$ cat src/gha_ram.sv
module gha_ram #(
    parameter int WIDTH = 8,
    parameter int DEPTH = 16,
    localparam int ADDR_W = (DEPTH > 1) ? $clog2(DEPTH) : 1
) (
    input  logic              clk,
    input  logic              we,
    input  logic [ADDR_W-1:0] waddr,
    input  logic [WIDTH-1:0]  wdata,
    input  logic [ADDR_W-1:0] raddr,
    output logic [WIDTH-1:0]  rdata
);

    logic [WIDTH-1:0] mem_reg [DEPTH];
    logic [WIDTH-1:0] rdata_reg;

    always_ff @(posedge clk)
    begin
        if (we)
        begin
            mem_reg[waddr] <= wdata;
        end
        rdata_reg <= mem_reg[raddr];
    end

    assign rdata = rdata_reg;

endmodule

$ cat config.mk
export PLATFORM = sky130hd
export DESIGN_NAME = gha_ram
export DESIGN_NICKNAME = d
export VERILOG_FILES = /design/src/gha_ram.sv
export SDC_FILE = /design/constraint.sdc
export NUM_CORES = 1
export LEC_CHECK = 0
export BUFFER_PORTS_ARGS = -buffer_cell sky130_fd_sc_hd__buf_2
export CORE_UTILIZATION = 65
export CTS_CLUSTER_DIAMETER = 120
export DETAILED_ROUTE_END_ITERATION = 10
export PLACE_DENSITY = 0.85
export REMOVE_ABC_BUFFERS = 1
export SLEW_MARGIN = 20
export SYNTH_ARGS = -nofsm -noshare
export SYNTH_HDL_FRONTEND = slang
export SYNTH_SLANG_ARGS = --single-unit
$ cat constraint.sdc
create_clock -name clk -period 3.41 [get_ports clk]
set_clock_uncertainty 0.15 [all_clocks]
set_input_delay 0.5115 -clock clk [delete_from_list [all_inputs] [get_ports clk]]
set_output_delay 0.5115 -clock clk [all_outputs]
set_load 0.01 [all_outputs]
* Word level (Yosys, flattened, before mapping)
Memory sizes are Yosys's and may differ from the RTL's. A register that Yosys moved wholly into a read port is not among the register bits.
Index checks and enable logic that the tools add are counted.
Widths: inputs -> output; s select.
** Cells by class
- Mux-type cells :: 2
** Operator list (count)
- $mux 1 :: 2
** Storage, ports and cells
- Register bits :: 0
- Bits in writable memories :: 128
- Bits of input ports :: 18
- Output and inout port bits :: 8
- Word-level logic and storage cells :: 3
- Memories :: 1
** Memory list
- mem_reg :: words 16, bits a word 8, read ports 1, clocked after memory_dff 1, wr ports 1, RTL line 14 : logic [WIDTH-1:0] mem_reg [DEPTH];

* Logic depth before layout (Yosys ltp)
Gate-level depths: netlist (run 1).
- Depth after elaboration :: 2
- Gate-level depth with buffers :: 5
- Depth with buffers taken out :: 3

* Worst setup path after synthesis (run 1)
No wires, ideal clock.
- Kind :: input-to-reg
- From :: in waddr[2]
- To :: mem mem_reg[0][0] (enable)
- Arrival time :: 1621 ps
- Required time :: 2877 ps
- Setup slack :: 1256 ps
- Stages on the path :: 2
- Buffers on the path :: 0
- Path through :: or3b_2 nor3_1
** RTL lines
- start, declared :: RTL line 8 : input logic [ADDR_W-1:0] waddr,
- end, declared :: RTL line 14
Straight into the memory's write port.

* Worst setup path after layout (run 1)
- From :: in waddr[2]
- To :: mem mem_reg[3][1] (enable)
Straight into the memory's write port.

==> metrics.md, run 1 <==
| Metric | Value |
|---|---|
| Post-synthesis sequential area ratio | 0.7778 |
| H-Tree Level Count | 4 |
| Total CTS buffers | 17 |
| R2r startpoint | mem_reg[1][0] |
| Share of layout cells above drive strength 1 | 0.2883 |
| Std-Cell Rows | 32 |
| Worst Hold Depth | 1 |
| Setup violators final | 0 |
| Pwr/cell area | 647.3 nW/um2 |
| Diodes inserted | 0 |
| Mapped Avg Cell Area | 22.48 um2 |
| CP Cell Sequence | buf_2 > or3b_2 > nor2_1 |
| GRT Total Usage | 0.2648 |
| Initial core utilization | 0.6696 |
| Max frequency | 0.5782 GHz |
| Worst Path Arrival | 1730 ps |
| WHS Endpoint | mem_reg[1][7] |
| Critical path type | in2reg |
| Die H | 90.99 um |
| Detailed router's first-iteration violation count | 212 |
| Critical Path Start Type | input pin |
| Synthesis-stage register bit count | 136 |
| Worst-Skew Late Latency | 520 ps |
| Crit path capture type | flop |
| Leading cell types in the layout, fill and taps excluded | edfxtp_1 (128), buf_2 (25), mux4_2 (18), a22oi_1 (16), clkbuf_16 (16) |
| Routed via count | approximately 2.4k |
| Clk buf depth | 2 |
| Root Driver | clkbuf_8 |
| Max reg flops | 128 |
| Worst Hold Launch | wdata[7] |
| Reg2Reg Depth | 3 |
| # DRC | 0 |
| Hold Path Class | in2reg |
| RR Endpoint | rdata[0] |
| Routed WL | 9463 um |
| TNS Setup | 0 ps |
| Total of max-cap violations | 0 |
| Die area | 8279 um2 |
| Final Hold Fails | 0 |
| Vias in the first global route | around 2.5k |
| Period utilisation layout | 0.5072 |
| Die Wd | ~91 um |
| Placeable Area | just under 8000 um2 |
| Slowest CP cell | nor2_1 |
| Reg2Reg Setup Slack | around 1800 ps |
| Maximum net fanout on the critical path | 8 |
| Worst Max-Slew Pin Slew | 861.1 ps |
| I/O Pins | 26 |
| Rel. slew slack | 0.4238 |
| First-pass GRT wire length | 14,680 um |
| Worst IR Drop VDD | 0.0005722 V |
| Reg clk slew, reported paths | about 60 ps |
| TritonCTS clock tree | built |
| Ys Warns | 0 |
| Post-Syn Area | 5147 um2 |
| Leak Pwr | roughly 2 nW |
| Netlist cell types | 19 |
| CTS hold repair buffers | 0 |
| RSZ-0062 raised after global routing | no |
| Postcts setup bufs | 0 |
| Max incr delay on CP | ~600 ps |
| Crit path launch | waddr[2] |
| Final Max Tran Viols | 0 |
| Post-DP HPWL | 5679 um |
| Gr ovfl total | 0 |
| Cells after Synth | roughly 230 |
| Post-cts gate resize count | 0 |
| # clock sinks | between 100 and 150 |
| Vias/cell | between 6 and 7 |
| I/O Buffers | 25 |
| Worst endpoint required time | 3410 ps |
| Final Wtd Congestion | 0.7221 |
| Detail Route Antenna Nets | 0 |
| Wire per inst | 24.71 um |
| Iteration count of the initial detailed-routing pass | 5 |
| Placed insts | 351 |
| Final min period | ~1700 ps |
| Initial antenna violation count | 0 |
| Largest net degree at the start of global routing | 33 |
| Status | completed |
| Area Growth Syn to Fin | 15.87% |
| Final #Nets | 286 |
| Non-filler instance count after layout | between 300 and 400 |
| Most common cell after layout, fill and taps aside | edfxtp_1 |
| Fin Hold WS | between 200 and 250 ps |
==> final cells by class <==
type,count,area (um2)
multi-input combinational,83,1057
timing repair buffer,30,175.2
tap,102,127.6
clock buffer,18,427.9
clock inverter,14,172.7
fill,422,1723
sequential,136,4004
==> cells by family after synthesis <==
kind of cell	count (synthesis)	synth area share
AO/OA/AOI/OAI	16	0.02334
AND/OR/NAND/NOR	35	0.03184
buffers and inverters	10	0.01677
multiplexers	32	0.1502
flip-flops	136	0.7778
==> power by group <==
group | internal (mW) | leakage, nW | switching [mW] | total [mW]
combinational | 0.0698 | 0.501 | 0.0973 | 0.167
clock | 1.13 | 0.280 | 0.675 | 1.81
sequential | 1.87 | 1.22 | 0.0141 | 1.88
total | 3.07 | 2.00 | 0.786 | 3.86
==> per-layer routing <==
metal,vias to the layer above,global-route usage,routed length (um)
met5,-,0,0
met4,0,0.1019,99
met3,11,0.06616,541
met2,98,0.4242,4966
met1,1232,0.3599,3856
li1,1050,-,-
==> synthesized netlist by cell type (all sizes together) <==
master | number | area [um2]
nand2b | 2 | 12.51
and2b | 1 | 7.510
nand2 | 9 | 33.78
nor3 | 4 | 20.02
a22oi | 16 | 120.1
nand3 | 1 | 5.000
clkdlybuf4s25 | 3 | 30.03
edfxtp | 128 | 3844
mux4 | 32 | 773.2
nor2b | 1 | 6.260
or3b | 1 | 8.760
nand3b | 2 | 15.01
nor2 | 13 | 48.80
dfxtp | 8 | 160.2
buf | 7 | 56.30
and2 | 1 | 6.260
==> critical path: cells and delay by family <==
kind | cells | cell delay, ps
buffers and inverters | 1 | 110
AND/OR/NAND/NOR | 2 | 1100
==> worst max-delay path by stage <==
stage	end
after floorplan	mem_reg[0][0]
after global placement	mem_reg[3][6]
after detailed placement	mem_reg[3][6]
after CTS	mem_reg[3][6]
after global routing	mem_reg[3][0]
final	mem_reg[3][1]
==> per-stage QoR <==
stage                     setup WS (ps)    util  cell area, um2  total power [mW]
final                              1680  0.7759            5964             3.861
after CTS                          1658  0.7759            5964             3.879
after detailed placement           1146  0.6978            5364             2.083
after global routing               1605  0.7759            5964             3.971
after floorplan                    1256       -            5061             1.992
after global placement             1201  0.6978            5364             2.073
Note: power is estimated with default switching activity, not from simulation.
==> run 2: changes to the inputs <==
Settings changed: ABC_AREA from default to 1, CORE_UTILIZATION 65 to 55, PLACE_DENSITY 0.85 to 0.76.
Clock period 3.41 ns to 1.5 ns, I/O delays scaled along.
==> metrics.md, run 2 <==
| Metric | Value |
|---|---|
| # DRC | 0 |
| Std-Cell Rows | 37 |
| Max frequency | between 0.7 and 0.8 GHz |
| Worst Path Arrival | ~1000 ps |
| Routed WL | 13,260 um |
| Synthesis-stage register bit count | 136 |
| Final #Nets | approximately 630 |
| Wire per inst | 17.47 um |
| Share of layout cells above drive strength 1 | 0.1396 |
| First-pass GRT wire length | 21,300 um |
| Rel. slew slack | 0.7617 |
| Worst Max-Slew Pin Slew | 357.5 ps |
| Simple logic cell fraction of the synthesized area | 0.2105 |
| Die area | between 10,000 and 15,000 um2 |
| Mapped Avg Cell Area | 10.47 um2 |
| H-Tree Level Count | 4 |
| I/O Buffers | 25 |
| Total power | 9.157 mW |
| Vias in the first global route | 4,045 |
| Max incr delay on CP | 360 ps |
| Crit path capture type | primary output |
| Buf/Inv on CP | 1 |
| Post-synthesis compound-gate area fraction | 0 |
| Worst-Skew Late Latency | 520 ps |
| CP delay by family, top | flip-flops |
| Die Wd | 104.4 um |
| Initial antenna violation count | 0 |
| CP Cell Sequence | buf_2 |
| Setup violators final | 0 |
| RSZ-0062 raised after global routing | no |
| Post-synth ARST share | 0 |
| Detail Route Antenna Nets | 0 |
| Top cells by area, synth | edfxtp_1 (67%), nand2_1 (11%), nand3_1 (8.4%) |
| Cells after Synth | 551 |
| Final min period | 1401 ps |
| Synth cell count leaders | nand2_1 (173), edfxtp_1 (128), inv_1 (100) |
| Die H | 104.4 um |
| Leak Pwr | between 3 and 4 nW |
| Most common cell after layout, fill and taps aside | nand2_1 |
| Max reg flops | roughly 130 |
| Reg clk slew, reported paths | 60 ps |
| I/O Pins | 26 |
| Maximum net fanout on the critical path | 1 |
| Post-DP HPWL | a little under 8000 um |
| Leading cell types in the layout, fill and taps excluded | nand2_1 (173), edfxtp_1 (128), inv_1 (100), nand3_1 (97), buf_4 (26) |
| TNS Setup | 0 ps |
| Routed via count | about 4.0k |
| Status | completed |
| Slowest CP cell | dfxtp_1 |
| EDFF count, synth | 128 |
| Largest net degree at the start of global routing | 65 |
| Top-count cell post-synth | nand2_1 |
| Fraction of synthesized area in multiplexers | 0 |
| Period utilisation layout | 0.9342 |
| Hold Path Class | in2reg |
| Critical path type | reg2out |
| Clk buf depth | 2 |
| Critical Path Start Type | flop |
| Placeable Area | 10,230 um2 |
| Cell taking the most area after synthesis | edfxtp_1 |
| Final Max Tran Viols | 0 |
| Adder-Cell Fraction of Synth Area | 0 |
| Area Growth Syn to Fin | 19.20% |
| Final Hold Fails | 0 |
| Netlist cell types | 12 |
| GRT Total Usage | 0.2649 |
| Pwr/cell area | roughly 1300 nW/um2 |
| Iteration count of the initial detailed-routing pass | 5 |
| Post-synthesis sequential area ratio | 0.6943 |
| Total of max-cap violations | 0 |
| Primary FF master, synth | edfxtp_1 |
| Post-cts gate resize count | 0 |
| Total CTS buffers | 17 |
| XOR/XNOR Fraction of Synth Area | 0 |
| Detailed router's first-iteration violation count | 408 |
| Initial core utilization | 0.5637 |
| Largest family of logic cells by synthesized area | simple AND/OR/NAND/NOR gates |
| Post-Syn Area | roughly 5800 um2 |
| Worst IR Drop VDD | 0.001167 V |
| Ys Warns | 0 |
| TritonCTS clock tree | built |
| Vias/cell | ~5.3 |
| Final Wtd Congestion | ~0.84 |
| Top cell type's share of synthesized area | 0.6665 |
| Root Driver | clkbuf_8 |
| Diodes inserted | 0 |
| # clock sinks | 136 |
| Gr ovfl total | 0 |
| Worst endpoint required time | 1120 ps |
run 2: cell count changes after synthesis, sizes merged, moves of 3 or more:
cell | previous run | this run
nor2 | 13 | 17
nand2 | 9 | 173
nand3 | 1 | 97
inv | 0 | 102
nor3 | 4 | 0
a22oi | 16 | 0
buf | 7 | 24
mux4 | 32 | 0
clkdlybuf4s25 | 3 | 0
run 2: timing repair:
item,CTS,global route
endpoints found under the hold margin,136,0
hold buffers,9,0
buffers inserted,0,0
run 2: worst paths after layout:
| kind | cells after the start | to | slack (ps) | from |
|---|---|---|---|---|
| worst max-delay path | 1 | rdata[4] | 100 | rdata[4] |
| worst max register to register | 6 | rdata[3] | 350 | mem_reg[4][3] |
| worst min register to register | 6 | rdata[7] | 520 | mem_reg[6][7] |
| worst min-delay path | 3 | mem_reg[5][3] | 70 | waddr[2] |
run 2: per-stage QoR:
stage,util,instance area [um2],hold WS (ps),std cells,setup WS (ps)
6_report,0.6719,6874,66.44,759,98.63
5_1_grt,0.6719,6874,67.06,759,40.09
4_1_cts,0.6719,6874,50.52,759,68.40
3_5_place_dp,0.6032,6171,464.3,718,50.79
3_3_place_gp,0.6032,6171,460.4,718,111.0
2_1_floorplan,-,5600,173.9,527,144.5
run 2: final cells by class:
class,count,area [um2]
flip-flops and latches,136,4004
fillers,736,3357
multi-input cells,289,1214
repair buffers,64,490.5
clock buffers,18,417.9
inverters,102,382.9
clock inverters,14,195.2
well taps,136,170.2
run 2: kinds of logic after synthesis:
group | Yosys count
AND/OR/NAND/NOR | 289
buffers and inverters | 126
flip-flops | 136
run 2: report_power, final:
group          internal (mW)  switching (mW)  leakage (nW)
logic                  0.188           0.376          1.50
registers               4.25          0.0276          1.22
clock network           2.71            1.60         0.290
run 2: metal layers:
metal,GRT usage,up-vias,wire length [um],part of all wire
met5,0,-,0,0
met4,0.1163,0,376,0.028
met3,0.05764,31,876,0.066
met2,0.4390,187,6500,0.49
met1,0.3358,1934,5506,0.42
li1,-,1897,-,-
==> run 3: changes to the inputs <==
Settings changed: ABC_AREA 1 to default, CORE_UTILIZATION 55 to 54, PLACE_DENSITY 0.76 to 0.75, SKIP_LAST_GASP from default to 1.
==> metrics.md, run 3 (synthesis gave the netlist of run 1 again) <==
| Metric | Value |
|---|---|
| Final Wtd Congestion | 0.7354 |
| RSZ-0062 raised after global routing | yes |
| Std-Cell Rows | 35 |
| # clock sinks | 136 |
| DR WL met2 | 4675 um |
| # DRC | 0 |
| Vias in the first global route | 2,521 |
| Worst-Skew Late Latency | 510 ps |
| Die area | 9927 um2 |
| Postcts setup bufs | 0 |
| DR top layer | met4 |
| Fill count | 595 |
| Post-layout util | 0.6821 |
| Final Hold Fails | 0 |
| Routed WL | 9443 um |
| Slowest CP cell | mux4_1 |
| I/O Pins | 26 |
| Reg2Reg Depth | 3 |
| I/O Buffers | 25 |
| Met1 wire length | 4071 um |
| Leak Pwr | 2.164 nW |
| First-pass GRT wire length | 14,530 um |
| Final #Nets | around 310 |
| Worst Hold Launch | waddr[0] |
| Placeable Area | ~9000 um2 |
| Largest net degree at the start of global routing | 20 |
| Total CTS buffers | 17 |
| Max incr delay on CP | approximately 540 ps |
| CP Cell Sequence | mux4_1 > a22oi_2 > nand2_1 |
| Total power | roughly 9 mW |
| Critical path type | reg2reg |
| Maximum net fanout on the critical path | 1 |
| Hold Path Class | in2reg |
| Final min period | 1463 ps |
| Max reg flops | approximately 130 |
| Initial antenna violation count | 0 |
| Status | completed |
| Worst IR Drop VDD | 0.0008646 V |
| Reg2Reg Setup Slack | between 30 and 40 ps |
| Rel. slew slack | 0.4252 |
| Die H | ~100 um |
| Worst Hold Depth | 3 |
| Dpl ws | -254.0 ps |
| Leading cell types in the layout, fill and taps excluded | edfxtp_1 (128), buf_2 (25), buf_4 (20), mux4_2 (18), clkbuf_16 (16) |
| Clk buf depth | 2 |
| Worst Path Arrival | 1720 ps |
| WHS Endpoint | mem_reg[4][3] |
| Iteration count of the initial detailed-routing pass | 5 |
| Total of max-cap violations | 0 |
| Root Driver | clkbuf_8 |
| Post-DP HPWL | between 5000 and 6000 um |
| Share of layout cells above drive strength 1 | 0.3225 |
| Vias/cell | 5.651 |
| Crit path capture type | flop |
| Detail Route Antenna Nets | 0 |
| Period utilisation layout | 0.9755 |
| TritonCTS clock tree | built |
| GRT Total Usage | 0.2155 |
| Max frequency | about 0.68 GHz |
| Initial core utilization | 0.5571 |
| Final Max Tran Viols | 0 |
| Die Wd | 99.64 um |
| Pwr/cell area | 1464 nW/um2 |
| Reg clk slew, reported paths | 60 ps |
| Gr ovfl total | 0 |
| Final worst setup slack | 36.82 ps |
| Routed via count | 2,464 |
| Wire per inst | approximately 22 um |
| H-Tree Level Count | 4 |
| Worst endpoint required time | 1750 ps |
| Critical Path Start Type | flop |
| Detailed router's first-iteration violation count | approximately 230 |
| RR Endpoint | rdata[3] |
| Worst Max-Slew Pin Slew | 859.1 ps |
| Area Growth Syn to Fin | 22.44% |
| R2r startpoint | mem_reg[1][3] |
| Metal3 WL | 596 um |
| Diodes inserted | 0 |
| Setup violators final | 0 |
| TNS Setup | 0 ps |
| Most common cell after layout, fill and taps aside | edfxtp_1 |
-- run 3: changes by cell type in the layout (fill, tap and decap cells not counted), sizes merged, moves of 7 or more --
cell / delta
buf: -7
nand2: -164
mux4: +32
a22oi: +16
inv: -106
nand3: -96
-- run 3: worst max-delay path, delay by kind of cell, from the launching register on --
family | cells | cell delay (ps)
AO/OA/AOI/OAI | 1 | 200
flip-flops | 1 | 390
multiplexers | 1 | 540
AND/OR/NAND/NOR | 1 | 70
-- run 3: repair_timing --
item / in CTS / in global routing
hold buffers: 8 / 0
endpoints found under the hold margin: 128 / 0
endpoints found under the setup margin: 1 / 4
resized for setup: 1 / 2
-- run 3: worst max path at each step --
stage,from,to,slack (ps),cells after the start
2_1_floorplan,waddr[2],mem_reg[0][0],-370,2
3_3_place_gp,raddr[0],rdata[2],-260,5
3_5_place_dp,raddr[0],rdata[2],-250,5
4_1_cts,mem_reg[0][7],rdata[7],10,3
5_1_grt,mem_reg[1][3],rdata[3],-30,3
6_report,mem_reg[1][3],rdata[3],40,3
-- run 3: per-stage QoR --
step	hold slack [ps]	instance area (um2)	cells
after detailed placement	468.1	5558	396
after global routing	123.1	6302	436
final	124.3	6302	436
after global placement	460.4	5558	396
after CTS	105.9	6292	436
after floorplan	173.9	5061	219
-- run 3: routing by layer --
layer,GRT usage,vias up
met5,0,-
met4,0.07014,0
met3,0.06957,10
met2,0.3429,91
met1,0.2864,1260
li1,-,1103
-- run 3: final cells by class --
type	instances	area [um2]	area share
Clock buffer	20	425.4	0.06750
Clock inverter	12	224.0	0.03554
Multi-Input combinational cell	83	1072	0.1701
Sequential cell	136	4004	0.6353
Tap cell	129	161.4	0.02561
Timing Repair Buffer	56	415.4	0.06591
-- run 3: report_power, final --
part	leakage (nW)	switching (mW)	internal, mW
clock network	0.301	1.49	3.03
logic	0.639	0.230	0.197
registers	1.22	0.0266	4.25
total	2.16	1.75	7.48
