<file path="src/gha_pkg.sv">
package gha_pkg;

    localparam int SLOT_COUNT_DEF = 1024;
    localparam int GEN_BITS_DEF   = 16;
    localparam int MODE_W         = 2;
    localparam int COUNT_W        = 24;
    localparam int STATUS_W       = 2;

    typedef enum logic [MODE_W-1:0] {
        MODE_CREATE  = 2'd0,
        MODE_DESTROY = 2'd1,
        MODE_LOOKUP  = 2'd2
    } mode_t;

    typedef enum logic [STATUS_W-1:0] {
        ST_OK      = 2'd0,
        ST_EMPTY   = 2'd1,
        ST_FULL    = 2'd2,
        ST_INVALID = 2'd3
    } status_t;

    typedef enum logic [1:0] {
        S_IDLE,
        S_STACK,
        S_SLOT
    } state_t;

endpackage

</file>
<file path="src/gha_ctrl.sv">
module gha_ctrl #(
    parameter int SLOT_COUNT = 1024,
    parameter int GEN_BITS   = 16,
    localparam int SLOT_W  = $clog2(SLOT_COUNT),
    localparam int ENTRY_W = 1 + GEN_BITS + gha_pkg::COUNT_W
) (
    input  logic                         clk,
    input  logic                         rst_n,
    input  logic                         in_valid,
    output logic                         in_ready,
    input  logic [gha_pkg::MODE_W-1:0]   mode,
    input  logic                         handle_present,
    input  logic [SLOT_W-1:0]            handle_slot,
    input  logic [GEN_BITS-1:0]          handle_gen,
    input  logic [gha_pkg::COUNT_W-1:0]  payload_count,
    output logic                         out_valid,
    input  logic                         out_ready,
    output logic [SLOT_W-1:0]            slot_out,
    output logic [GEN_BITS-1:0]          gen_out,
    output logic                         success,
    output logic [gha_pkg::COUNT_W-1:0]  count_out,
    output logic [gha_pkg::STATUS_W-1:0] status,
    output logic                         stack_we,
    output logic [SLOT_W-1:0]            stack_waddr,
    output logic [SLOT_W-1:0]            stack_wdata,
    output logic [SLOT_W-1:0]            stack_raddr,
    input  logic [SLOT_W-1:0]            stack_rdata,
    output logic                         tab_we,
    output logic [SLOT_W-1:0]            tab_waddr,
    output logic [ENTRY_W-1:0]           tab_wdata,
    output logic [SLOT_W-1:0]            tab_raddr,
    input  logic [ENTRY_W-1:0]           tab_rdata
);

    import gha_pkg::*;

    localparam int DEPTH_W = $clog2(SLOT_COUNT + 1);

    state_t                state_reg, state_next;
    logic [DEPTH_W-1:0]    depth_reg, depth_next;
    logic [DEPTH_W-1:0]    used_reg, used_next;
    logic [DEPTH_W-1:0]    depth_dec;

    logic [MODE_W-1:0]     mode_reg;
    logic                  present_reg;
    logic [SLOT_W-1:0]     hslot_reg;
    logic [GEN_BITS-1:0]   hgen_reg;
    logic [COUNT_W-1:0]    count_reg;
    logic [SLOT_W-1:0]     sel_slot_reg, sel_slot_next;

    logic                  out_valid_reg;
    logic [SLOT_W-1:0]     slot_out_reg;
    logic [GEN_BITS-1:0]   gen_out_reg;
    logic                  success_reg;
    logic [COUNT_W-1:0]    count_out_reg;
    status_t               status_reg;

    logic [SLOT_W-1:0]     res_slot;
    logic [GEN_BITS-1:0]   res_gen;
    logic                  res_succ;
    logic [COUNT_W-1:0]    res_cnt;
    status_t               res_stat;

    logic                  accept;
    logic                  out_free;
    logic                  fire;
    logic                  reuse;
    logic                  match;
    logic                  rd_alive;
    logic [GEN_BITS-1:0]   rd_gen;
    logic [COUNT_W-1:0]    rd_cnt;

    assign in_ready = (state_reg == S_IDLE);
    assign accept   = in_valid && in_ready;
    assign out_free = !out_valid_reg || out_ready;
    assign fire     = (state_reg == S_SLOT) && out_free;

    assign depth_dec   = depth_reg - DEPTH_W'(1);
    assign stack_raddr = depth_dec[SLOT_W-1:0];

    assign reuse         = (mode_reg == MODE_CREATE) && (depth_reg != '0);
    assign sel_slot_next = reuse ? stack_rdata : hslot_reg;
    assign tab_raddr     = (state_reg == S_STACK) ? sel_slot_next : sel_slot_reg;

    assign {rd_alive, rd_gen, rd_cnt} = tab_rdata;

    assign match = present_reg && (DEPTH_W'(hslot_reg) < used_reg) && rd_alive
                   && (rd_gen == hgen_reg);

    always_ff @(posedge clk or negedge rst_n)
    begin
        if (!rst_n)
        begin
            state_reg     <= S_IDLE;
            depth_reg     <= '0;
            used_reg      <= '0;
            out_valid_reg <= 1'b0;
        end
        else
        begin
            state_reg     <= state_next;
            depth_reg     <= depth_next;
            used_reg      <= used_next;
            out_valid_reg <= fire || (out_valid_reg && !out_ready);
        end
    end

    always_ff @(posedge clk)
    begin
        if (accept)
        begin
            mode_reg    <= mode;
            present_reg <= handle_present;
            hslot_reg   <= handle_slot;
            hgen_reg    <= handle_gen;
            count_reg   <= payload_count;
        end
        if (state_reg == S_STACK)
        begin
            sel_slot_reg <= sel_slot_next;
        end
        if (fire)
        begin
            slot_out_reg  <= res_slot;
            gen_out_reg   <= res_gen;
            success_reg   <= res_succ;
            count_out_reg <= res_cnt;
            status_reg    <= res_stat;
        end
    end

    always_comb
    begin
        logic tab_wr;
        logic stack_wr;
        logic [DEPTH_W-1:0] depth_upd;
        logic [DEPTH_W-1:0] used_upd;

        res_slot    = '0;
        res_gen     = '0;
        res_succ    = 1'b0;
        res_cnt     = '0;
        res_stat    = ST_INVALID;
        tab_wr      = 1'b0;
        stack_wr    = 1'b0;
        tab_waddr   = sel_slot_reg;
        tab_wdata   = {1'b1, rd_gen, count_reg};
        stack_waddr = depth_reg[SLOT_W-1:0];
        stack_wdata = hslot_reg;
        depth_upd   = depth_reg;
        used_upd    = used_reg;

        case (mode_t'(mode_reg))
            MODE_CREATE:
            begin
                if (count_reg == '0)
                begin
                    res_stat = ST_EMPTY;
                end
                else if (depth_reg != '0)
                begin
                    res_slot  = sel_slot_reg;
                    res_gen   = rd_gen;
                    res_succ  = 1'b1;
                    res_stat  = ST_OK;
                    tab_wr    = 1'b1;
                    depth_upd = depth_dec;
                end
                else if (used_reg < DEPTH_W'(SLOT_COUNT))
                begin
                    res_slot  = used_reg[SLOT_W-1:0];
                    res_succ  = 1'b1;
                    res_stat  = ST_OK;
                    tab_wr    = 1'b1;
                    tab_waddr = used_reg[SLOT_W-1:0];
                    tab_wdata = {1'b1, {GEN_BITS{1'b0}}, count_reg};
                    used_upd  = used_reg + DEPTH_W'(1);
                end
                else
                begin
                    res_stat = ST_FULL;
                end
            end
            MODE_DESTROY:
            begin
                res_slot = hslot_reg;
                if (match && (depth_reg < DEPTH_W'(SLOT_COUNT)))
                begin
                    res_succ  = 1'b1;
                    res_stat  = ST_OK;
                    tab_wr    = 1'b1;
                    tab_waddr = hslot_reg;
                    tab_wdata = {1'b0, rd_gen + GEN_BITS'(1), rd_cnt};
                    stack_wr  = 1'b1;
                    depth_upd = depth_reg + DEPTH_W'(1);
                end
            end
            MODE_LOOKUP:
            begin
                res_slot = hslot_reg;
                if (match)
                begin
                    if (rd_cnt == '0)
                    begin
                        res_stat = ST_EMPTY;
                    end
                    else
                    begin
                        res_cnt  = rd_cnt;
                        res_succ = 1'b1;
                        res_stat = ST_OK;
                    end
                end
            end
            default:
            begin
                res_stat = ST_INVALID;
            end
        endcase

        tab_we     = fire && tab_wr;
        stack_we   = fire && stack_wr;
        depth_next = fire ? depth_upd : depth_reg;
        used_next  = fire ? used_upd : used_reg;

        state_next = state_reg;
        case (state_reg)
            S_IDLE:
            begin
                if (accept)
                begin
                    state_next = S_STACK;
                end
            end
            S_STACK:
            begin
                state_next = S_SLOT;
            end
            S_SLOT:
            begin
                if (out_free)
                begin
                    state_next = S_IDLE;
                end
            end
            default:
            begin
                state_next = S_IDLE;
            end
        endcase
    end

    assign out_valid = out_valid_reg;
    assign slot_out  = slot_out_reg;
    assign gen_out   = gen_out_reg;
    assign success   = success_reg;
    assign count_out = count_out_reg;
    assign status    = status_reg;

endmodule

</file>
<file path="config.mk">
export PLATFORM = sky130hd
export DESIGN_NAME = gha_ctrl
export DESIGN_NICKNAME = d
export VERILOG_FILES = /design/src/gha_pkg.sv /design/src/gha_ctrl.sv
export SDC_FILE = /design/constraint.sdc
export NUM_CORES = 1
export LEC_CHECK = 0
export ABC_AREA = 1
export BUFFER_PORTS_ARGS = -buffer_cell sky130_fd_sc_hd__buf_2
export CORE_UTILIZATION = 53
export DETAILED_ROUTE_END_ITERATION = 6
export GPL_TIMING_DRIVEN = 1
export PLACE_DENSITY = 0.82
export SLEW_MARGIN = 20
export SYNTH_ARGS = -nofsm -noshare
export SYNTH_HDL_FRONTEND = slang
export SYNTH_SLANG_ARGS = --single-unit
</file>
<file path="constraint.sdc">
create_clock -name clk -period 6.45 [get_ports clk]
set_input_delay 0.645 -clock clk [delete_from_list [all_inputs] [get_ports clk]]
set_output_delay 0.645 -clock clk [all_outputs]
set_load 0.02 [all_outputs]
</file>
### After elaboration in Yosys (flattened, before gate mapping)

Cells that the tools add are included.

* bits in registers: 141
* input port bits: 108
* word-level logic and storage cells: 102

* $add $sub $neg: 4
* magnitude comparators: 3
* equality and inequality tests: 10
* muxes and demuxes: 39
* bitwise logic cells: 5
* reductions and logical operators: 26

Operator list (count)
* 40-bit two-way mux: 3
* 10-bit two-way mux: 9
* 41-bit one-hot mux with 2 select lines: 1
* 24-bit logical NOT: 2
* 41-bit two-way mux: 1
* 10-bit one-hot mux with 2 select lines: 2
* 11-bit two-way mux: 3
* 11-bit by 1-bit adder with 11-bit output, second input constant: 2
* 11-bit less-than comparator, second input constant: 2
* 11-bit one-hot mux with 2 select lines: 1
* 16-bit by 1-bit adder with 16-bit output, second input constant: 1
* 16-bit equality test: 1
* 2-bit two-way mux: 7
* 2-bit one-hot mux with 3 select lines: 2
* 10-bit by 11-bit less-than comparator with 1-bit output: 1
* 11-bit nonzero test: 1
* 11-bit by 1-bit subtractor with 11-bit output, second input constant: 1
* 1-bit logical AND: 10
* 5-bit AND reduction: 2
* 1-bit two-way mux: 8
* 2-bit != test, second input constant: 3
* 3-bit OR reduction: 2
* 1-bit NOT: 5
* 2-bit by 1-bit equality test with 1-bit output, second input constant: 2
* 10 further kinds: 15

### Longest topological paths before layout

Gate-level depths: netlist of the first run.

* word-level depth: 8
* gate-level depth with buffers: 15
* depth with buffers taken out: 14

### Worst setup path before layout of the first run

OpenSTA, ideal clock, no wires.

* path type: input -> register
* start: input port in_valid
* end: register count_reg[0], enable pin
* arrival: 4.499 ns
* required time: 5.910 ns
* slack: 1.411 ns
* cell stages on the path: 1
* path buffers: 0
* cells stage by stage: nor3b_1

* word-level cells in the longest chain between the ends: 1

Ends and longest elaborated chain
* start, declared: RTL line gha_ctrl.sv:9 `input logic in_valid,`
* 1-bit logical AND: RTL line gha_ctrl.sv:74 `assign accept = in_valid && in_ready;`
* end signal, assigned: RTL line gha_ctrl.sv:116 `count_reg <= payload_count;`
* end, declared: RTL line gha_ctrl.sv:48 `logic [COUNT_W-1:0] count_reg;`

No other way between the ends.
A chain may end at the register's enable or synchronous reset.

### Worst setup path after layout of the first run

* start: register used_reg[10]
* end: output port tab_wdata[10]

* word-level cells in the longest chain between the ends: 7

Ends and longest elaborated chain
* start, declared: RTL line gha_ctrl.sv:41 `logic [DEPTH_W-1:0] used_reg, used_next;`
* start signal, assigned: RTL line gha_ctrl.sv:103 `used_reg <= used_next;`
* 10-bit by 11-bit less-than comparator with 1-bit output: RTL line gha_ctrl.sv:87 `assign match = present_reg && (DEPTH_W'(hslot_reg) < used_reg) && rd_alive`
* 1-bit logical AND (2 in a row): RTL line gha_ctrl.sv:87
* 1-bit logical AND: RTL line gha_ctrl.sv:88 `&& (rd_gen == hgen_reg);`
* 1-bit logical AND: RTL line gha_ctrl.sv:187 `if (match && (depth_reg < DEPTH_W'(SLOT_COUNT)))`
* 41-bit two-way mux: RTL line gha_ctrl.sv:187
* 41-bit one-hot mux with 2 select lines: RTL line gha_ctrl.sv:153 `case (mode_t'(mode_reg))`
* end, declared: RTL line gha_ctrl.sv:30 `output logic [ENTRY_W-1:0] tab_wdata,`

No other way between the ends.

==> results of run 1 <==
[power groups by stage]
| stage | logic (µW) | registers [µW] | clock network [µW] |
|---|---|---|---|
| 3_3_place_gp | 1510 | 1340 | 0 |
| 3_5_place_dp | 1530 | 1340 | 0 |
| 5_1_grt | 1690 | 1360 | 951 |
| 4_1_cts | 1530 | 1330 | 922 |
| 2_1_floorplan | 1020 | 1400 | 0 |
| 6_report | 1550 | 1340 | 915 |
[through the flow]
| step | hold slack [ps] | utilization | area [µm²] | setup slack, ps |
|---|---|---|---|---|
| 2_1_floorplan | 349 | - | 8590 | 1410 |
| 3_3_place_gp | 488 | 0.623 | 9890 | 2780 |
| 3_5_place_dp | 503 | 0.623 | 9890 | 2620 |
| 4_1_cts | 243 | 0.657 | 10400 | 2180 |
| 5_1_grt | 285 | 0.657 | 10400 | 1810 |
| 6_report | 235 | 0.658 | 10400 | 2090 |
[logic make-up (layout without fill, tap and decap cells)]
family / count (synthesis) / after routing
compound gates: 108 / 108
buf+inv: 179 / 422
fa+ha+maj: 17 / 17
other cells: 0 / 1
flops: 141 / 141
xor+xnor: 28 / 28
simple gates: 624 / 624
[per-layer routing]
layer  track usage  up-vias
li1              -     4068
met1         0.431     3916
met2         0.503      478
met3        0.0524       74
met4         0.138        0
met5             0        -
[how the worst max path moves through the flow]
stage	start	end	cells past startpoint
floorplan	in_valid	count_reg[0]	1
global placement	stack_wdata[2]	tab_wdata[17]	12
detailed placement	used_reg[10]	tab_wdata[11]	14
CTS	stack_wdata[4]	tab_wdata[11]	12
global route	stack_wdata[2]	tab_wdata[12]	12
finish	used_reg[10]	tab_wdata[10]	14
[worst max-delay path, stage by stage, from the launching register on]
cell	delay, ps
dfrtp_1	710
inv_2	310
nand2_1	180
nand2_1	70
inv_1	50
nand3_1	90
inv_2	60
nand2_1	50
nor2_2	120
nand4_4	270
nor2_4	710
nand2_4	290
nand2_1	150
nand2_1	50
buf_2	150
[cell usage in the layout, fill, tap and decap left out, drive strengths merged, types with 7 or more instances in the layout]
| master | instances |
|---|---|
| edfxtp | 106 |
| nand3 | 80 |
| dfxtp | 10 |
| xor2 | 27 |
| nor2 | 126 |
| dfrtp | 25 |
| nor3 | 23 |
| o22ai | 7 |
| a21oi | 27 |
| clkinv | 9 |
| inv | 133 |
| nand4 | 39 |
| ha | 17 |
| o21ai | 54 |
| nand2 | 348 |
| buf | 258 |
| clkbuf | 21 |
[final cells by class]
type                       count  area (µm²)  area share
sequential                   141        4010       0.384
multi-input combinational    777        3820       0.366
timing repair buffer         258        1300       0.124
inverter                     132         500      0.0479
clock buffer                  21         462      0.0442
tap                          216         270      0.0259
clock inverter                11        85.1     0.00814
antenna                        1        2.50    0.000240
==> key figures, run 1 <==
STA
  • Post-route clock period utilization: 0.677
  • Min cycle time layout: 4360 ps
  • Final Skew: 13.7 ps
  • RSZ-0062 raised after global routing: false
  • Final Hold Viols: 0
  • Final Max Slew Viols: 0
  • Relative slew slack: 0.280
  • Final TNS setup: 0 ps
  • Maximum clock rate: 229 MHz
  • Worst-Margin Slew: 1080 ps
  • Final setup viols: 0

Placed design
  • Final GP Congestion: 1.02
  • Port Buffers: 255
  • Dpl hpwl: 19600 µm
  • Placed instance count: 1524

Drt
  • Routed wl met2: 12500 µm
  • Overall routed net length: 26800 µm
  • DR WL met3: 2270 µm
  • Highest routed layer: met4
  • Initial DRC Count: 941
  • Post-DRT Antenna Nets: 0
  • Router iterations before antenna repair: 6
  • DR vias: 8536
  • Routed WL per cell: 17.2 µm
  • Drt drc: 0
  • M1 WL: 11300 µm
  • Via-per-instance ratio: 5.48

CTS
  • CTS tree: done
  • Root buf cell: clkbuf_16
  • Skew-Pair Late Insertion Delay: 430 ps
  • Reg clk slew, reported paths: 60 ps
  • H-tree Lvls: 4
  • CTS buffer count: 17
  • Post-CTS Hold Fix Bufs: 0
  • Post-CTS Setup Repair Bufs: 0
  • Resize count post-CTS: 0
  • Largest buffer count on any clock path: 2
  • CTS sink count: 141

Critical path
  • Crit end category: output pin
  • Worst path arrival time: 3720 ps
  • Worst r2r src: mode_reg[0]
  • Reg2Reg Depth: 9
  • Crit Path Max Fanout: 31
  • WS Path Type: reg -> out
  • Req. time, crit path: 5800 ps
  • FF-to-FF setup slack: 3160 ps
  • Critical Path Start Type: register
  • R2R Path End: depth_reg[7]

Power and ir drop
  • Static Leak: 0.00513 µW
  • Sequential share of power: 0.352
  • NetSw: 1620 µW
  • Part of the power in combinational logic: 0.408
  • Pwr Total: 3800 µW
  • P per Cell Area: 364 nW/µm²
  • Worst VDD drop: 275 µV
  • Internal: 2180 µW
  • Net Sw Frac: 0.427
  • Clock group share of total power: 0.241

Logic synthesis
  • Post-Syn Instances: 1097
  • Synth top cells by count: nand2_1, nor2_1, inv_1
  • Primary FF master, synth: edfxtp_1
  • Post-synth EDFFs: 106
  • Syn_nets: 1222
  • Top-area cell type share of the netlist area: 0.370
  • Yosys warns: 0
  • Yosys reg bits: 141
  • Largest family of logic cells by synthesized area: simple AND/OR/NAND/NOR gates
  • Mux share of post-synthesis cell area: 0
  • Mapped Avg Cell Area: 7.83 µm²
  • Post-synthesis compound-gate area fraction: 0.0703
  • Post-synth ARST share: 0.177
  • Post-Synth Adder-Cell Area: 0.0247
  • Sequential share of the synthesized area: 0.466
  • Synth cell types: 45
  • Post-synthesis xor/xnor area fraction: 0.0285
  • Area leader, netlist: edfxtp_1
  • Synth top area cells: edfxtp_1, nand2_1, dfrtp_1, nor2_1, inv_1
  • Post-synthesis cell area: 8590 µm²
  • Synth Area in Simple Gates: 0.319
  • Top-count cell post-synth: nand2_1

Layout
  • NumNets Final: 1452
  • Fin cells: 1557
  • Share of layout cells above drive strength 1: 0.245
  • Area added between synthesis and finish: 21.5%
  • Fillcell total: 1401

Floorplan
  • IO Pins: 256
  • Core area: 15900 µm²
  • Row Count: 46
  • Die width: 129 µm
  • Die area: 16700 µm²
  • Chip height: 129 µm
  • Starting Density: 0.541

Worst hold path
  • Hold Crit Class: in -> async

Status
  • Status: complete, no violations

Global routing
  • Initial antenna violation count: 0
  • All-layer global routing usage: 0.317
  • Largest net degree at the start of global routing: 54
  • GR Overflow Total: 0
  • Vias in the first global route: 7545
  • First-pass GRT wire length: 39800 µm

Run
  • Max-Cap Viols: 0
(Power assumes the default switching activity.)
==> run 2, diff against run 1 <==
==> constraint.sdc (replaced) <==
create_clock -name clk -period 4.2 [get_ports clk]
set_input_delay 0.42 -clock clk [delete_from_list [all_inputs] [get_ports clk]]
set_output_delay 0.42 -clock clk [all_outputs]
set_load 0.02 [all_outputs]
==> key figures, run 2 (same netlist as run 1, synthesis figures left out) <==
STA
  • Final TNS setup: 0 ps
  • Setup WS post-layout: 404 ps
  • Worst Hold Slack: -1.68 ps
  • Final Skew: 10.7 ps
  • Worst-Margin Slew: 966 ps
  • Relative slew slack: 0.354
  • Final setup viols: 0
  • Min cycle time layout: 3800 ps
  • Maximum clock rate: 263 MHz
  • Post-route clock period utilization: 0.904
  • Final Hold Viols: 2
  • Final Max Slew Viols: 0
  • RSZ-0062 raised after global routing: false

Worst hold path
  • Hold Crit Class: in -> async

Floorplan
  • IO Pins: 256
  • Die width: 129 µm
  • Die area: 16700 µm²
  • Starting Density: 0.541
  • Core area: 15900 µm²
  • Chip height: 129 µm
  • Row Count: 46

Drt
  • Routed WL per cell: 17.2 µm
  • Initial DRC Count: 927
  • DR vias: 8625
  • Overall routed net length: 26800 µm
  • Drt drc: 5
  • Router iterations before antenna repair: 7
  • Via-per-instance ratio: 5.53
  • Post-DRT Antenna Nets: 0

CTS
  • CTS tree: done
  • Largest buffer count on any clock path: 2
  • Post-CTS Hold Fix Bufs: 0
  • CTS sink count: 141
  • Reg clk slew, reported paths: 60 ps
  • Root buf cell: clkbuf_16
  • Post-CTS Setup Repair Bufs: 0
  • CTS buffer count: 17
  • Skew-Pair Late Insertion Delay: 440 ps
  • H-tree Lvls: 4
  • Resize count post-CTS: 0

Critical path
  • Crit Path Max Fanout: 20
  • Req. time, crit path: 3780 ps
  • Critical Path Start Type: register
  • Worst path arrival time: 3380 ps
  • Crit end category: output pin
  • WS Path Type: reg -> out

Placed design
  • Post-Place Worst Slack: 938 ps
  • Final GP Congestion: 0.978
  • Placed instance count: 1528
  • Port Buffers: 255
  • Dpl hpwl: 19800 µm

Layout
  • Ant. Diodes: 0
  • Commonest non-fill, non-tap cells in the layout: nand2_1, buf_2, inv_1, nor2_1, edfxtp_1
  • Share of layout cells above drive strength 1: 0.249
  • Fin cells: 1561
  • Area added between synthesis and finish: 22.7%
  • NumNets Final: 1457
  • Fillcell total: 1374
  • Leading cell type in the layout, fill and taps excluded: nand2_1

Global routing
  • GR Overflow Total: 0
  • All-layer global routing usage: 0.323
  • Initial antenna violation count: 0
  • Largest net degree at the start of global routing: 54
  • Vias in the first global route: 7768
  • First-pass GRT wire length: 40600 µm

Status
  • Failing checks: DRC, hold timing
  • Status: finished with violations

Power and ir drop
  • Static Leak: 0.00519 µW
  • Worst VDD drop: 468 µV
  • P per Cell Area: 564 nW/µm²

Run
  • Max-Cap Viols: 0
## run 2: cell count changes in the layout (fill, tap and decap cells not counted), sizes merged
cell and delta:
buf +5, clkinv -3, clkbuf +2, diode -1, inv +1
## run 2: layer usage
metal	routed length, µm	GRT usage
met1	11100	0.438
met4	685	0.111
met2	12500	0.516
met3	2470	0.0665
met5	0	0
## run 2: power breakdown
group | total (µW) | internal (µW) | switching [µW]
clock | 1500 | 882 | 619
combinational | 2400 | 726 | 1680
sequential | 2050 | 1840 | 216
total | 5950 | 3440 | 2510
## run 2: worst paths after layout
path                                   start             to  slack [ps]  cells past startpoint
max                             used_reg[10]   tab_waddr[0]         400                     14
min                                    rst_n   state_reg[1]          -2                      1
max reg2reg                     used_reg[10]   count_out[3]        1080                     10
min reg2reg                    depth_reg[10]  depth_reg[10]         520                      2
max in group asynchronous              rst_n   depth_reg[6]        3790                      1
min in group clk           payload_count[12]  count_reg[12]         150                      1
## run 2: area by class of cell
class	instances	area [µm²]	area share
well taps	216	270	0.0256
clock buffers	23	520	0.0493
clock inverters	9	71.3	0.00676
repair buffers	263	1350	0.128
multi-input cells	777	3820	0.363
flip-flops and latches	141	4010	0.380
inverters	132	500	0.0474
## run 2: metrics by stage
step                hold WS (ps)  power [µW]   util  area [µm²]
global route                38.2        6260  0.664       10500
floorplan                    124        3710      -        8600
finish                     -1.68        5950  0.664       10500
detailed placement           470        4440  0.626        9940
global placement             460        4400  0.626        9940
CTS                         10.6        5930  0.663       10500
## run 2: critical path: stages (launching register included)
cell and delay, ps:
dfrtp_1 680, inv_2 300, nand2_1 220, nand2_1 70
inv_1 50, nand3_1 90, inv_2 60, nand2_1 50
nor2_2 120, nand4_4 270, nand2_2 460, nand2_2 220
nand2_1 120, nand2_1 60, buf_2 150
